--- src/rtl/hfd_pkg.sv ---
// Shared types and constants for the base-16 to binary double converter.
// No dependencies; every other file in rtl/ imports this package.
`timescale 1ns / 1ps
`default_nettype none

package hfd_pkg;

	localparam int FRAC_IN_W  = 56;
	localparam int FRAC_OUT_W = 52;
	localparam int EXP_IN_W   = 7;
	localparam int EXP_OUT_W  = 11;
	localparam int LZ_W       = 6;

	// 4*(e-64) - lz - 1 + 1023 folds to 4*e + 766 - lz.
	localparam logic [EXP_OUT_W-1:0] EXP_OFFSET = 11'd766;

	// Beat after the leading-zero count.
	typedef struct packed {
		logic                 sign;
		logic [EXP_IN_W-1:0]  exponent;
		logic [FRAC_IN_W-1:0] fraction;
		logic [LZ_W-1:0]      lz;
		logic                 zero;
	} s1_t;

	// Beat after normalization.
	typedef struct packed {
		logic                 sign;
		logic [EXP_OUT_W-1:0] exponent;
		logic [FRAC_IN_W-1:0] mant;
		logic                 zero;
	} s2_t;

	// Finished result.
	typedef struct packed {
		logic                  sign;
		logic [EXP_OUT_W-1:0]  exponent;
		logic [FRAC_OUT_W-1:0] fraction;
	} s3_t;

endpackage

`default_nettype wire

--- src/rtl/hex_float_to_binary_double_top.sv ---
// Base-16 double to binary double converter, three-stage pipeline.
// An accepted input beat is registered in turn by hfd_lzc, hfd_norm and hfd_round; out_valid
// rises when it reaches the hfd_round register.
// Throughput: one beat per cycle. The pipeline holds as a whole while a result waits.
// Reset (arst_n low, asynchronous) clears all stage valid bits; data is not reset.
// Depends on hfd_pkg, hfd_lzc, hfd_norm and hfd_round.
`timescale 1ns / 1ps
`default_nettype none

module hex_float_to_binary_double_top import hfd_pkg::*; (
	input  wire logic                  clk,
	input  wire logic                  arst_n,
	input  wire logic                  in_valid,
	output logic                       in_ready,
	input  wire logic                  in_sign,
	input  wire logic [EXP_IN_W-1:0]   in_exponent,
	input  wire logic [FRAC_IN_W-1:0]  in_fraction,
	output logic                       out_valid,
	input  wire logic                  out_ready,
	output logic                       out_sign,
	output logic [EXP_OUT_W-1:0]       out_exponent,
	output logic [FRAC_OUT_W-1:0]      out_fraction
);

	logic en;
	logic valid_s1;
	logic valid_s2;
	logic valid_s3;
	s1_t  beat_s1;
	s2_t  beat_s2;
	s3_t  beat_s3;

	// All stages advance together unless the output beat is held.
	assign en       = !valid_s3 || out_ready;
	assign in_ready = en;

	hfd_lzc u_lzc (
		.clk      (clk),
		.arst_n   (arst_n),
		.en       (en),
		.valid    (in_valid),
		.sign     (in_sign),
		.exponent (in_exponent),
		.fraction (in_fraction),
		.valid_s1 (valid_s1),
		.beat_s1  (beat_s1)
	);

	hfd_norm u_norm (
		.clk      (clk),
		.arst_n   (arst_n),
		.en       (en),
		.valid_s1 (valid_s1),
		.beat_s1  (beat_s1),
		.valid_s2 (valid_s2),
		.beat_s2  (beat_s2)
	);

	hfd_round u_round (
		.clk      (clk),
		.arst_n   (arst_n),
		.en       (en),
		.valid_s2 (valid_s2),
		.beat_s2  (beat_s2),
		.valid_s3 (valid_s3),
		.beat_s3  (beat_s3)
	);

	// Output port.
	assign out_valid    = valid_s3;
	assign out_sign     = beat_s3.sign;
	assign out_exponent = beat_s3.exponent;
	assign out_fraction = beat_s3.fraction;

endmodule

`default_nettype wire

--- src/rtl/hfd_lzc.sv ---
// Stage 1: leading-zero count of the 56-bit hex fraction and zero detect.
// Depends on hfd_pkg.
`timescale 1ns / 1ps
`default_nettype none

module hfd_lzc import hfd_pkg::*; (
	input  wire logic                 clk,
	input  wire logic                 arst_n,
	input  wire logic                 en,
	input  wire logic                 valid,
	input  wire logic                 sign,
	input  wire logic [EXP_IN_W-1:0]  exponent,
	input  wire logic [FRAC_IN_W-1:0] fraction,
	output logic                      valid_s1,
	output s1_t                       beat_s1
);

	logic [LZ_W-1:0] lz;

	// Priority search: the highest set bit wins because it is visited last.
	always_comb begin
		lz = LZ_W'(FRAC_IN_W - 1);
		for (int i = 0; i < FRAC_IN_W; i++) begin
			if (fraction[i]) begin
				lz = LZ_W'(FRAC_IN_W - 1 - i);
			end
		end
	end

	// Valid bit of the stage.
	always_ff @(posedge clk or negedge arst_n) begin
		if (!arst_n) begin
			valid_s1 <= 1'b0;
		end else if (en) begin
			valid_s1 <= valid;
		end
	end

	// Payload of the stage.
	always_ff @(posedge clk) begin
		if (en) begin
			beat_s1.sign     <= sign;
			beat_s1.exponent <= exponent;
			beat_s1.fraction <= fraction;
			beat_s1.lz       <= lz;
			beat_s1.zero     <= (fraction == '0);
		end
	end

endmodule

`default_nettype wire

--- src/rtl/hfd_norm.sv ---
// Stage 2: left shift by the leading-zero count and binary exponent.
// Depends on hfd_pkg.
`timescale 1ns / 1ps
`default_nettype none

module hfd_norm import hfd_pkg::*; (
	input  wire logic clk,
	input  wire logic arst_n,
	input  wire logic en,
	input  wire logic valid_s1,
	input  s1_t       beat_s1,
	output logic      valid_s2,
	output s2_t       beat_s2
);

	logic [FRAC_IN_W-1:0] mant;
	logic [EXP_OUT_W-1:0] bexp;

	// Barrel shift brings the leading one to the top bit.
	assign mant = beat_s1.fraction << beat_s1.lz;

	// Biased exponent before any rounding carry.
	assign bexp = {2'b00, beat_s1.exponent, 2'b00} + EXP_OFFSET
		- {{(EXP_OUT_W - LZ_W){1'b0}}, beat_s1.lz};

	// Valid bit of the stage.
	always_ff @(posedge clk or negedge arst_n) begin
		if (!arst_n) begin
			valid_s2 <= 1'b0;
		end else if (en) begin
			valid_s2 <= valid_s1;
		end
	end

	// Payload of the stage.
	always_ff @(posedge clk) begin
		if (en) begin
			beat_s2.sign     <= beat_s1.sign;
			beat_s2.exponent <= bexp;
			beat_s2.mant     <= mant;
			beat_s2.zero     <= beat_s1.zero;
		end
	end

endmodule

`default_nettype wire

--- src/rtl/hfd_round.sv ---
// Stage 3: half-up rounding, carry into the exponent and the zero case.
// Depends on hfd_pkg; its register is the output register of the block.
`timescale 1ns / 1ps
`default_nettype none

module hfd_round import hfd_pkg::*; (
	input  wire logic clk,
	input  wire logic arst_n,
	input  wire logic en,
	input  wire logic valid_s2,
	input  s2_t       beat_s2,
	output logic      valid_s3,
	output s3_t       beat_s3
);

	logic [FRAC_OUT_W:0]   sum;
	logic [EXP_OUT_W-1:0]  rexp;
	logic [FRAC_OUT_W-1:0] rfrac;

	// Keep the 52 bits below the leading one and add the highest dropped bit.
	assign sum = {1'b0, beat_s2.mant[FRAC_IN_W-2:FRAC_IN_W-1-FRAC_OUT_W]}
		+ {{FRAC_OUT_W{1'b0}}, beat_s2.mant[FRAC_IN_W-2-FRAC_OUT_W]};

	// A carry out leaves the low bits at zero and bumps the exponent.
	always_comb begin
		if (beat_s2.zero) begin
			rexp  = '0;
			rfrac = '0;
		end else begin
			rexp  = beat_s2.exponent + {{(EXP_OUT_W - 1){1'b0}}, sum[FRAC_OUT_W]};
			rfrac = sum[FRAC_OUT_W-1:0];
		end
	end

	// Valid bit of the stage.
	always_ff @(posedge clk or negedge arst_n) begin
		if (!arst_n) begin
			valid_s3 <= 1'b0;
		end else if (en) begin
			valid_s3 <= valid_s2;
		end
	end

	// Payload of the stage.
	always_ff @(posedge clk) begin
		if (en) begin
			beat_s3.sign     <= beat_s2.sign;
			beat_s3.exponent <= rexp;
			beat_s3.fraction <= rfrac;
		end
	end

endmodule

`default_nettype wire

--- config.mk ---
export PLATFORM = sky130hd
export DESIGN_NAME = hex_float_to_binary_double_top
export DESIGN_NICKNAME = d
export VERILOG_FILES = /design/src/rtl/hfd_pkg.sv /design/src/rtl/hex_float_to_binary_double_top.sv /design/src/rtl/hfd_lzc.sv /design/src/rtl/hfd_norm.sv /design/src/rtl/hfd_round.sv
export SDC_FILE = /design/constraint.sdc
export NUM_CORES = 1
export LEC_CHECK = 0
export ABC_CLOCK_PERIOD_IN_PS = 17100
export BUFFER_PORTS_ARGS = -buffer_cell sky130_fd_sc_hd__buf_2
export CAP_MARGIN = 25
export CORE_MARGIN = 2
export CORE_UTILIZATION = 60
export CTS_BUF_LIST = sky130_fd_sc_hd__clkbuf_2 sky130_fd_sc_hd__clkbuf_4 sky130_fd_sc_hd__clkbuf_8
export CTS_CLUSTER_DIAMETER = 60
export DETAILED_ROUTE_END_ITERATION = 8
export GPL_TIMING_DRIVEN = 0
export PLACE_DENSITY = 0.81
export SETUP_SLACK_MARGIN = 0.1
export SYNTH_ARGS = -nofsm -noshare
export SYNTH_HDL_FRONTEND = slang
export SYNTH_SLANG_ARGS = --single-unit
--- constraint.sdc ---
create_clock -name clk -period 17.1 [get_ports clk]
set_input_delay 1.71 -clock clk [delete_from_list [all_inputs] [get_ports clk]]
set_output_delay 1.71 -clock clk [all_outputs]
set_load 0.05 [all_outputs]
==> results by stage, run 1 <==
Clock tree:
- Clock-pin slew was measured on the worst setup and hold paths at 0.06 ns.
- The worst-skew pair later-pin latency is 0.58 ns.
- After clock tree synthesis, the repair step resized 0 gates.
- TritonCTS built the clock tree.
- The H-tree depth is 1.
- The clock tree buffer depth is 3.
- The number of setup buffers added after CTS is 0.
- The clock net sink count is 203.
- The number of hold buffers added after CTS is 0.
- The number of buffers created by CTS is 31.
- The root buffer cell chosen for the clock tree is clkbuf_8.

GRT:
- The all-layer global routing usage is about 30%.
- The number of global-route vias before repair is 9230.
- The first global-routing pass estimated ~50000 um of wire.
- The maximum number of pins on one net before global-route repair is 73.
- The number of antenna violations at the first check in global routing is 0.
- Global routing finished with a remaining overflow of 0.

Floorplanning:
- Once the floorplan was initialized, standard cells occupied 60.8% of the core.
- The total area inside the core boundary comes to 20200 um^2.
- The die extent in x is 147 um.
- The die covers around 22000 um^2.
- In this run the core area contains 52 standard-cell rows.
- The die height is 147 um.
- The count of pins on the block boundary is 134.

Power:
- The cell-internal power is 1.22 mW.
- The total power divided by cell area is 148 nW/um^2.
- Of the total power, combinational logic draws slightly above 40%.
- IR analysis of the VDD net gives a maximum drop of 0.0627 mV.
- Summed over all nets, the switching power comes to 0.851 mW.
- The overall power after layout is 2.07 mW.
- Summed over all cells, the static leakage comes to 5.27 nW.
- Net switching is 41.1% of the power.
- Registers are responsible for 40.6% of the overall power.
- The part of the power in the clock network is about a fifth.

STA:
- For the final routed database, the setup TNS stands at 0 ns.
- Measured against its own limit, the worst slew margin works out to 42.5%.
- The clock arrives with about 0.016 ns of skew.
- Static timing analysis puts the maximum clock frequency at 205 MHz.
- The max-slew violation count is 0.
- Setup repair after global routing left no endpoint under its margin.
- For the pin with the worst max-slew slack, the measured transition is 0.862 ns.
- The final hold violation count came to 0.
- Setup violations remaining at the end of the flow were counted as 0.
- Subtracting the final worst setup slack from the clock period gives 4.88 ns.
- In the finished design, the share of the clock period the worst path needs comes to between 20% and 30%.

Worst setup path:
- The critical path is of the input port to output pin type.
- The element type at the critical path end is an output pin.
- In this run the worst path has a maximum fanout of between 60 and 70.
- At the worst endpoint, the required time is 15.39 ns.
- The critical path startpoint category is an input port.
- STA puts the critical path data arrival time at ~3.2 ns.

Drt:
- Wires add up to 32000 um.
- In the routed layout, each cell is associated on average with a via count of 6.18.
- For this run, the detailed router's first-pass iteration total came to 7.
- In the final routed layout, each cell accounts on average for 20.6 um.
- The detail route stage leaves a number of antenna-violating nets equal to 0.
- The detailed router finished its first iteration with 798 violations.
- The number of DRC violations after detailed routing is 0.
- The number of vias in the routed layout is 9574.

Yosys:
- The count of unique library cells instantiated by Yosys is 67.
- After technology mapping, the gate count stands at ~1100.
- The average instance in the mapped netlist occupies 11.3 um^2.
- For this run, asynchronously set or reset flops after synthesis account for 1.48%.
- The fraction of the yosys area taken by sequential cells is 49.6%.
- The synthesized netlist net count is 1171.
- The commonest register cell after synthesis is edfxtp_1.
- The number of register bits inferred by synthesis is 203.
- The total number of yosys warnings is 0.
- The synthesized area is about 12000 um^2.
- The number of enable-type register cells in the synthesized netlist is 200.

Finish:
- The number of diodes added for antenna fixing is 0.
- The number of inserted filler cells in the final layout is 1521.
- Cells fill slightly below 70% of the core in the end.
- The post-route netlist has around 24% of its cells at a drive strength greater than 1.
- The final net count is 1339.
- Relative to the synthesized area, the layout overhead comes to 13.7%.

Placed design:
- The weighted congestion at the end of routability-driven global placement is 1.04.
- The number of port buffers is 133.
- Summed over all nets, the half-perimeter wirelength after detailed placement is 24900 um.

Flow run:
- The max-cap check violation count is 0.

Hold path:
- The classification of the worst-slack hold path is flip-flop to flip-flop.

Run status:
- The flow ran to the end, and the final reports show no timing, DRC or antenna violations.
[cells in the mapped netlist (10+ instances only)]
master / instances / area [um^2]
xnor2_1: 27 / 236
edfxtp_1: 200 / 6010
mux2_2: 32 / 360
clkbuf_1: 28 / 105
nand4_1: 13 / 81.3
mux4_2: 45 / 1010
ha_1: 14 / 175
buf_2: 14 / 70.1
o22ai_1: 29 / 181
or3_1: 21 / 131
nor2_1: 140 / 526
mux2i_1: 46 / 460
a21oi_1: 50 / 250
nor2b_1: 10 / 62.6
nor3_1: 17 / 85.1
inv_1: 45 / 169
xor2_1: 20 / 175
nor4_1: 16 / 100
nand3_1: 28 / 140
o21ai_0: 62 / 310
nand2b_1: 10 / 62.6
nand2_1: 84 / 315
o22a_1: 10 / 87.6
[per-layer routing]
| metal | track usage [%] | vias up | wire length [um] |
|---|---|---|---|
| li1 | - | 4492 | - |
| met5 | 0 | - | 0 |
| met4 | 14.3 | 0 | 1580 |
| met2 | 50.9 | 499 | 15700 |
| met1 | 37.9 | 4488 | 12400 |
| met3 | 4.19 | 95 | 2370 |
[final timing paths]
path	start	to	slack, ns	cells past startpoint
min	u_norm.beat_s2[68]	u_round.beat_s3[63]	0.42	0
max	out_ready	in_ready	12.22	4
min in group asynchronous	arst_n	u_norm.valid_s2	0.92	1
max in group asynchronous	arst_n	u_lzc.valid_s1	16.07	1
max reg2reg	u_norm.beat_s2[4]	u_round.beat_s3[62]	13.68	13
min reg2reg	u_norm.beat_s2[68]	u_round.beat_s3[63]	0.42	0
[power groups by stage]
stage               combinational (mW)  clock [mW]  sequential [mW]
detailed placement               0.823           0            0.848
CTS                              0.826       0.398            0.838
global route                     0.892       0.418            0.855
finish                           0.835       0.393            0.841
floorplan                        0.417           0             1.03
global placement                 0.809           0            0.865
[worst max-delay path, stage by stage]
cell and delay, ns:
buf_2 0.07, nand2b_4 0.65, buf_16 0.36, buf_2 0.33
[kinds of logic after synthesis]
family / count (synthesis) / share of synthesized area (%)
muxes: 124 / 15.2
xor gates and xnor gates: 47 / 3.36
and+or+nand+nor: 377 / 15.2
AOI/OAI and AO/OA: 216 / 11.0
adders and majority gates: 15 / 1.59
DFF: 203 / 49.6
buffers and inverters: 106 / 4.06
[flip-flops by register name, indices dropped and copies added (netlist names)]
signal            count
u_lzc.beat_s1        70
u_norm.beat_s2       66
u_round.beat_s3      64
u_lzc.valid_s1        1
u_norm.valid_s2       1
u_round.valid_s3      1
[area by class of cell]
cell class	count	area, um^2	area share (%)
Timing Repair Buffer	135	721	5.17
Clock inverter	23	159	1.14
Buffer	58	318	2.28
Tap cell	270	338	2.42
Sequential cell	203	6080	43.6
Multi-Input combinational cell	779	5690	40.8
Inverter	48	180	1.29
Clock buffer	34	449	3.22
[stage by stage]
stage	hold WS [ns]	worst slack, ns	cell area (um^2)	instances
floorplan	0.400	8.47	12300	1088
global placement	0.403	6.41	13300	1491
detailed placement	0.411	12.19	13300	1493
CTS	0.425	12.19	13900	1550
global route	0.429	12.08	13900	1550
finish	0.421	12.22	13900	1550
[cell usage in the layout, fill, tap and decap left out, types with 10 or more instances in the layout]
| master | netlist | routed |
|---|---|---|
| inv_1 | 45 | 45 |
| clkbuf_1 | 28 | 28 |
| a21oi_1 | 50 | 50 |
| xnor2_1 | 27 | 27 |
| mux2_2 | 32 | 32 |
| o21ai_0 | 62 | 62 |
| edfxtp_1 | 200 | 200 |
| nor2b_1 | 10 | 10 |
| mux4_2 | 45 | 45 |
| buf_2 | 14 | 147 |
| or3_1 | 21 | 21 |
| nor2_1 | 140 | 140 |
| xor2_1 | 20 | 20 |
| o22ai_1 | 29 | 29 |
| nand2_1 | 84 | 84 |
| clkinv_1 | 3 | 14 |
| nand4_1 | 13 | 13 |
| nand3_1 | 28 | 28 |
| nor3_1 | 17 | 17 |
| nor4_1 | 16 | 16 |
| ha_1 | 14 | 14 |
| mux2i_1 | 46 | 46 |
| clkbuf_8 | 0 | 31 |
| o22a_1 | 10 | 10 |
No activity file was read; power rests on OpenSTA's default activity.
==> inputs of run 2 (changes only) <==
ABC_AREA = 1   (was default)
ABC_CLOCK_PERIOD_IN_PS = 4200   (was 17100)
CORE_UTILIZATION = 55   (was 60)
PLACE_DENSITY = 0.79   (was 0.81)
clock period = 4.2 ns   (was 17.1 ns; I/O delays follow)
==> run 2 against run 1 <==
The flow now finishes with violations (negative setup slack). Worst hold slack worse by 0.39 ns. Non-clock buffer count grew 92. Final cell count increased by 23%. Clock skew decreased by 0.0041 ns. Design area rose by 2.5%. Sequential power increased to 4.1 times the previous value. First-iteration DRC count increased by 13%. Flip-flop and latch count did not move. Worst setup slack lost 14 ns. Critical endpoint is now u_round.beat_s3[56]. Highest routed layer unchanged.
==> results by stage, run 2 <==
GRT:
- The number of antenna violations at the first check in global routing is 0 (unchanged).
- The number of global-route vias before repair is 10100 (+9.7%).
- The maximum number of pins on one net before global-route repair was 141 (+93%).
- The wire length of the first global-routing pass is 52500 um (+4.6%).
- met2 is the most crowded layer.
- The total overflow reported by the global router is 0 (unchanged).
- The global routing usage on met1 is 36.2% (-1.7 points).
- The global routing met2 resource utilization is 54.5% (+3.5 points).
- The met3 global-route usage is 3.85% (-0.34 points).
- The all-layer global routing usage is 30.2% (+0.34 points).

STA:
- The max-slew violation count came to 0 (unchanged).
- The hold slack is 0.0356 ns (-0.385 ns).
- The slew at the pin closest to its max-slew limit is 0.940 ns (+0.0777 ns).
- The tightest slew margin relative to the limit is 36.7% (-5.8 points).
- Timing would allow up to 162 MHz.
- The final cycle utilization of the critical path is 147%.
- The worst-case clock skew was 0.0123 ns (-0.00412 ns).
- The final-layout setup total negative slack is -27.96 ns (-27.96 ns).
- The final hold violation count came to 0 (unchanged).
- The worst path in the final design needs a cycle of 6.16 ns, including I/O delays and setup.
- Setup repair after global routing could not meet its margin everywhere.
- The final critical-path setup slack was -1.96 ns (-14.18 ns).
- The total of endpoints with negative setup slack in the final report is 30 (+30).

Yosys:
- The number of instances in the synthesized netlist came to 1355 (+25%).
- The area share of the largest cell type after synthesis was 51.7% (+2.8 points).
- The total number of yosys warnings was 0 (unchanged).
- The count of unique library cells instantiated by Yosys is 54 (-19%).
- The number of register bits inferred by synthesis is 203 (unchanged).
- The multiplexer share of the synthesized area is 2.43% (-13 points).
- The mean post-synth cell area came to 8.57 um^2 (-24%).
- The synthesized area is 11600 um^2 (-5.3%).
- After synthesis, the cell types taking the most area are edfxtp_1, nand2_1, o21ai_0, inv_1, nor2_1.
- The fraction of the yosys area taken by sequential cells is 52.4% (+2.8 points).
- The post-synthesis adder-cell area fraction is 1.68% (+0.090 points).
- The share of flip-flops with an asynchronous set or reset is 1.48% (unchanged).
- After synthesis, the largest family of logic cells by area is simple AND/OR/NAND/NOR gates.
- The cell taking the most area after synthesis is edfxtp_1.
- The synthesized-area fraction occupied by ao, oa, aoi and oai cells was 12.4% (+1.4 points).
- After synthesis, the most frequently instantiated cells are nand2_1, edfxtp_1, inv_1, o21ai_0, nor2_1.
- The commonest register cell after synthesis is edfxtp_1.
- The xor and xnor fraction of the mapped netlist area was 0.302% (-3.1 points).
- The leading cell type by number of instances after synthesis is nand2_1.
- The synthesized netlist net count came to 1438 (+23%).
- The number of enable-type register cells in the synthesized netlist is 200 (unchanged).
- The share of synthesized cell area in and, or, nand and nor gates was 23.7% (+8.5 points).

Clock tree:
- The clock root buffer is clkbuf_8.
- The worst-skew pair later-pin latency is 0.58 ns (about the same).
- The clock-pin slew on the worst setup and hold paths is 0.07 ns (about the same).
- The H-tree depth is 1 (unchanged).
- The clock net sink count is 203 (unchanged).
- The number of buffers created by CTS is 31 (unchanged).
- The clock tree buffer depth is 3 (unchanged).
- TritonCTS built the clock tree.

Worst setup path:
- The cell seen most often among critical-path stages is nor2_4.
- The cell with the biggest individual delay on the critical path is edfxtp_1.
- The maximum fanout count along the critical path is 3 (-96%).
- The data arrival time of the worst path was 6.48 ns (+3.31 ns).
- The critical path startpoint category is a flip-flop.
- The stage delay of the slowest cell on the critical path is 0.33 ns (-0.32 ns).
- STA classifies the critical path endpoint as a flip-flop.
- The worst setup path is of the flip-flop to flip-flop kind.
- The required time at the endpoint of the critical path is 4.52 ns (-10.87 ns).

Placed design:
- The estimated wirelength of the detail-placed design is 23500 um (-5.7%).
- The number of port buffers is 133 (unchanged).
- The weighted congestion at the end of routability-driven global placement is 0.978 (-5.7%).

Drt:
- The number of violations reported at the end of detailed-routing iteration 0 came to 900 (+13%).
- The routed wirelength normalized by instance count was 17.8 um (-14%).
- The number of vias in the routed layout is 10500 (+10%).
- The post-detailed-route via-to-cell ratio was 5.50 (-11%).
- The antenna violation net count after detailed routing is 0 (unchanged).
- The number of detailed-routing iterations run before antenna repair was 6 (-1).
- The number of DRC violations after detailed routing is 0 (unchanged).
- The final routed wirelength across all metal layers is 34000 um (+6.5%).

Finish:
- In the final layout, the registers with the most flip-flops are u_lzc.beat_s1: 70 flops, u_norm.beat_s2: 66 flops, u_round.beat_s3: 64 flops.
- The layout cell share with drive strength beyond 1 was 22.3% (-1.8 points).
- u_lzc.beat_s1 holds more flip-flops than any other register.
- The number of diodes added for antenna fixing came to 0 (unchanged).
- The library cell used most frequently in the layout, excluding fill and tap cells, is nand2_1.
- The top cell types in the final layout, fill and taps aside, are nand2_1, edfxtp_1, inv_1, o21ai_0, buf_2.
- The area growth from synthesis to layout is 23.1%.
- The number of flip-flops under the largest register name was 70 (unchanged).
- The final net count is 1698 (+27%).

Hold path:
- The min-delay analysis places its worst path in the category input port to flip-flop.

Floorplanning:
- The die extent in x is 149 um (+1.6%).
- The count of standard-cell rows came to 53 (+1.9%).
- The initial standard-cell utilization of the core was 55.6% (-5.2 points).
- The die footprint is 22300 um^2 (+3.2%).
- The placeable core area came to 20900 um^2 (+3.6%).
- The count of pins on the block boundary came to 134 (unchanged).
- The die height is 149 um (+1.6%).

Power:
- The overall power after layout is 8.59 mW (+320%).
- The cell leakage power was 6.45 nW (+22%).
- The total power divided by cell area was 602 nW/um^2 (+310%).
- The largest voltage drop on the vdd net is 0.286 mV (+360%).

Run status:
- The run finished, with violations left.
- The final reports fail on negative setup slack.

Flow run:
- The max-cap check violation count is 0 (unchanged).
run 2: cell count changes after synthesis, sizes merged, moves of 26 or more:
| cell | before | now |
|---|---|---|
| inv | 45 | 153 |
| mux2 | 32 | 1 |
| mux4 | 46 | 0 |
| nand2 | 84 | 388 |
| nand3 | 28 | 62 |
| o21ai | 67 | 144 |
| xnor2 | 27 | 1 |
run 2: critical path: cells and delay by family, from the launching register on:
| family | cells | cell delay, ns |
|---|---|---|
| AND/OR/NAND/NOR | 36 | 3.88 |
| flip-flops | 1 | 0.33 |
| AO/OA/AOI/OAI | 2 | 0.29 |
| buffers and inverters | 7 | 0.73 |
| adder cells (fa/ha/maj) | 4 | 0.68 |
run 2: what timing repair did:
| item | in CTS | in global routing |
|---|---|---|
| setup endpoints to repair | 29 | 33 |
| pin swaps | 7 | 9 |
| resized for setup | 23 | 42 |
| hold buffers | 6 | 3 |
| buffers inserted | 89 | 16 |
| hold endpoints to repair | 8 | 3 |
run 2: final cells by class:
class,count,area (um^2)
fill,1652,6600
buffer,58,225
sequential,203,6080
multi-input combinational,936,4970
tap,275,344
clock inverter,22,156
timing repair buffer,227,1450
clock buffer,35,457
inverter,158,603
run 2: worst paths after layout:
check | startpoint | endpoint | slack [ns] | cells past startpoint
max | u_norm.beat_s2[3] | u_round.beat_s3[56] | -1.96 | 49
min | in_fraction[7] | u_lzc.beat_s1[14] | 0.04 | 1
max reg2reg | u_norm.beat_s2[3] | u_round.beat_s3[56] | -1.96 | 49
min reg2reg | u_norm.beat_s2[68] | u_round.beat_s3[63] | 0.42 | 0
max in group asynchronous | arst_n | u_lzc.valid_s1 | 3.94 | 2
min in group asynchronous | arst_n | u_round.valid_s3 | 0.16 | 2
run 2: where the power goes:
group          internal (mW)  leakage, nW  total, mW  switching [mW]
clock                  0.853        0.325       1.67           0.816
sequential              3.06         2.11       3.43           0.375
combinational          0.843         4.01       3.49            2.65
total                   4.76         6.45       8.59            3.84
run 2: metrics by stage:
step                setup WS [ns]  cells  area [um^2]  util [%]
floorplan                   -1.12   1355        11700         -
global placement            -1.84   1763        12700      60.6
detailed placement          -2.13   1764        12700      60.8
CTS                         -1.69   1916        14100      67.7
global route                -2.27   1914        14300      68.4
finish                      -1.96   1914        14300      68.4
run 2: metal layers:
| layer | vias to the layer above | wire (um) |
|---|---|---|
| li1 | 5106 | - |
| met1 | 4838 | 13500 |
| met2 | 491 | 17200 |
| met3 | 98 | 1950 |
| met4 | 0 | 1390 |
| met5 | - | 0 |
run 2: cell families (layout without fill, tap and decap cells):
family	count (synthesis)	after routing
XOR/XNOR	4	4
AO/OA/AOI/OAI	254	254
buffers and inverters	216	500
AND/OR/NAND/NOR	635	635
multiplexers	28	28
adder cells (fa/ha/maj)	15	15
flip-flops	203	203
==> inputs of run 3 (changes only) <==
ABC_AREA = default   (was 1)
CORE_UTILIZATION = 56   (was 55)
PLACE_DENSITY = 0.8   (was 0.79)
==> run 3 against run 2 <==
Sequential power barely moved. Clock power fell by 12%. Global-route usage fell by 2.2 points. Sequential share of layout area rose by 1.2 points. Via count fell by 8.8%. Final cell count fell by 19%. Design area fell by 2.7%. Critical endpoint is now u_round.beat_s3[62]. Worst setup slack improved by 2.7 ns. Highest routed layer unchanged. Non-clock buffer count fell by 91. Critical path depth fell by 36. Routed wire length fell by 3.8%. The flow now finishes without violations.
==> results by stage, run 3 (synthesized netlist as in run 1, its figures left out) <==
Run status:
- The run finished with clean final reports.

Finish:
- The number of inserted filler cells in the final layout is 1679 (+1.6%).
- Leaving out fill and tap cells, the most frequent cell in the layout is edfxtp_1.
- The final instance area is 13900 um^2 (-2.7%).
- The number of flip-flops under the largest register name came to 70 (unchanged).
- The number of diodes added for antenna fixing is 0 (unchanged).
- The final instance count without filler cells is 1557 (-19%).
- The final net count is 1340 (-21%).
- The library cells used most frequently in the layout, excluding fill and tap cells, are edfxtp_1, buf_2, nor2_1, nand2_1, o21ai_0.
- The register with the most flip-flops in the final layout is u_lzc.beat_s1.
- The layout cell share with drive strength beyond 1 is 24.0% (+1.7 points).
- The footprint of the flip-flops and latches is 6080 um^2 (unchanged).
- The multi-input gate area in the final layout came to 5690 um^2 (+14%).
- The largest registers in the layout are u_lzc.beat_s1: 70 flops, u_norm.beat_s2: 66 flops, u_round.beat_s3: 64 flops.
- The signed area change from the synthesized netlist to the final layout is 13.4%.

GRT:
- The wire length of the first global-routing pass is 51200 um (-2.6%).
- The number of global-route vias before repair is 9230 (-8.9%).
- The total overflow reported by the global router was 0 (unchanged).
- The all-layer global routing usage is 28.0% (-2.2 points).
- The number of antenna violations at the first check in global routing is 0 (unchanged).
- The maximum number of pins on one net before global-route repair is 77 (-45%).

STA:
- The final cycle utilization of the critical path is 81.3% (-65 points).
- The upper clock frequency limit was 293 MHz (+81%).
- The worst-case clock skew came to 0.0244 ns (+0.0121 ns).
- The max-slew violation count is 0 (unchanged).
- The final hold violation count is 0 (unchanged).
- The slew at the pin closest to its max-slew limit is 0.829 ns (-0.111 ns).
- The tightest slew margin relative to the limit was 44.2% (+7.6 points).
- The final critical-path required period came to 3.41 ns (-2.75 ns).
- The total of endpoints with negative setup slack in the final report is 0 (-100%).
- The final-layout setup total negative slack is 0 ns (+27.96 ns).
- Setup repair after global routing left no endpoint under its margin.
- The hold slack is 0.0225 ns (-0.0131 ns).

Clock tree:
- The clock net sink count was 203 (unchanged).
- The H-tree depth was 1 (unchanged).
- The number of instances resized during post-cts repair came to 0 (-100%).
- The worst-skew pair later-pin latency is 0.59 ns (about the same).
- The clock tree buffer depth was 3 (unchanged).
- TritonCTS built the clock tree.
- The number of buffers created by CTS was 31 (unchanged).
- The clock-pin slew on the worst setup and hold paths is 0.06 ns (about the same).
- CTS placed an instance of clkbuf_8 at the clock tree root.

Drt:
- The post-detailed-route via-to-cell ratio came to 6.17 (+12%).
- The number of detailed-routing iterations run before antenna repair is 6 (unchanged).
- The final routed wirelength across all metal layers came to 32700 um (-3.8%).
- The number of DRC violations after detailed routing is 0 (unchanged).
- The routed wirelength normalized by instance count is 21.0 um (+18%).
- The antenna violation net count after detailed routing is 0 (unchanged).
- The number of violations reported at the end of detailed-routing iteration 0 came to 944 (+4.9%).
- The number of vias in the routed layout was 9604 (-8.8%).

Worst setup path:
- The critical path startpoint category is a flip-flop.
- The most critical setup path has its endpoint at u_round.beat_s3[62].
- Tracing the worst setup path back leads to its startpoint at u_norm.beat_s2[4].
- The logic depth of the worst register-to-register path is 13 (-73%).
- The endpoint of the lowest-slack register-to-register path is u_round.beat_s3[62].
- The maximum fanout count along the critical path is 10 (+7).
- The required time at the endpoint of the critical path is 4.51 ns (about the same).
- The setup slack of the most critical reg-to-reg path is 0.79 ns (+2.75 ns).
- The element type at the critical path end is a flip-flop.
- The worst flop-to-flop path startpoint is u_norm.beat_s2[4].
- The worst setup path is of the flip-flop to flip-flop kind.
- The data arrival time of the worst path is 3.72 ns (-2.76 ns).

Floorplanning:
- The initial standard-cell utilization of the core came to 56.5% (+0.97 points).
- The count of standard-cell rows is 54 (+1.9%).
- The placeable core area was 21700 um^2 (+3.8%).
- The die extent in x was 152 um (+1.8%).
- The die footprint was 23100 um^2 (+3.7%).
- The count of pins on the block boundary is 134 (unchanged).
- The die height is 152 um (+1.8%).

Placed design:
- The placed cell area was 13300 um^2 (+5.0%).
- The number of port buffers is 133 (unchanged).
- The estimated wirelength of the detail-placed design is 25700 um (+9.4%).
- The weighted congestion at the end of routability-driven global placement is 1.03 (+5.2%).
- The count of placed standard cells including taps is 1503 (-15%).

Power:
- The overall power after layout is 8.33 mW (-3.1%).
- The cell leakage power was 5.25 nW (-19%).
- The total power divided by cell area is 599 nW/um^2 (-0.38%).
- The largest voltage drop on the vdd net came to 0.286 mV (-0.16%).

Flow run:
- The max-cap check violation count is 0 (unchanged).

Hold path:
- The classification of the worst-slack hold path is input port to flip-flop.
## run 3: area by class of cell
class | count | area share [%]
flip-flops and latches | 203 | 43.7
multi-input cells | 779 | 40.9
repair buffers | 136 | 5.26
clock buffers | 40 | 3.56
well taps | 280 | 2.52
plain buffers | 58 | 2.29
inverters | 48 | 1.30
clock inverters | 13 | 0.405
## run 3: worst max-delay path: stages (launching register included)
cell and delay (ns):
edfxtp_1 0.34, ha_1 0.16, ha_1 0.23, nand2_1 0.21
nor3_2 0.46, nand4_4 0.19, buf_6 0.20, nor3_1 0.34
ha_1 0.25, ha_1 0.24, nand3_1 0.14, nor2_1 0.19
xnor2_1 0.14, nor2_1 0.05
## run 3: report_power, final
part           internal (mW)  switching [mW]  leakage [nW]
clock                  0.758           0.717         0.290
combinational           1.10            2.33          2.86
sequential              3.02           0.407          2.10
## run 3: repair_timing
item / in CTS / in global routing
endpoints found under the hold margin: 3 / 0
hold buffers: 1 / 0
setup buffers: 0 / 0
## run 3: stage by stage
step / util (%) / setup WS, ns
2_1_floorplan: - / 0.309
3_3_place_gp: 61.2 / -0.696
3_5_place_dp: 61.5 / 0.762
4_1_cts: 64.1 / 0.762
5_1_grt: 64.1 / 0.509
6_report: 64.1 / 0.786
## run 3: layer usage
layer / track usage, % / share of wire [%] / wire (um)
met5: 0 / 0 / 0
met4: 12.1 / 5.0 / 1630
met3: 3.82 / 6.1 / 2010
met2: 48.2 / 49 / 16100
met1: 35.7 / 40 / 13000
## run 3: how the worst min path moves through the flow
stage                   start           endpoint  slack (ns)  cells past startpoint
6_report       in_exponent[4]  u_lzc.beat_s1[67]        0.02                      1
3_5_place_dp           arst_n    u_norm.valid_s2        0.22                      1
5_1_grt        in_exponent[2]  u_lzc.beat_s1[65]       0.003                      1
3_3_place_gp           arst_n   u_round.valid_s3        0.22                      1
4_1_cts        in_exponent[4]  u_lzc.beat_s1[67]       0.009                      1
2_1_floorplan          arst_n     u_lzc.valid_s1        0.12                      0
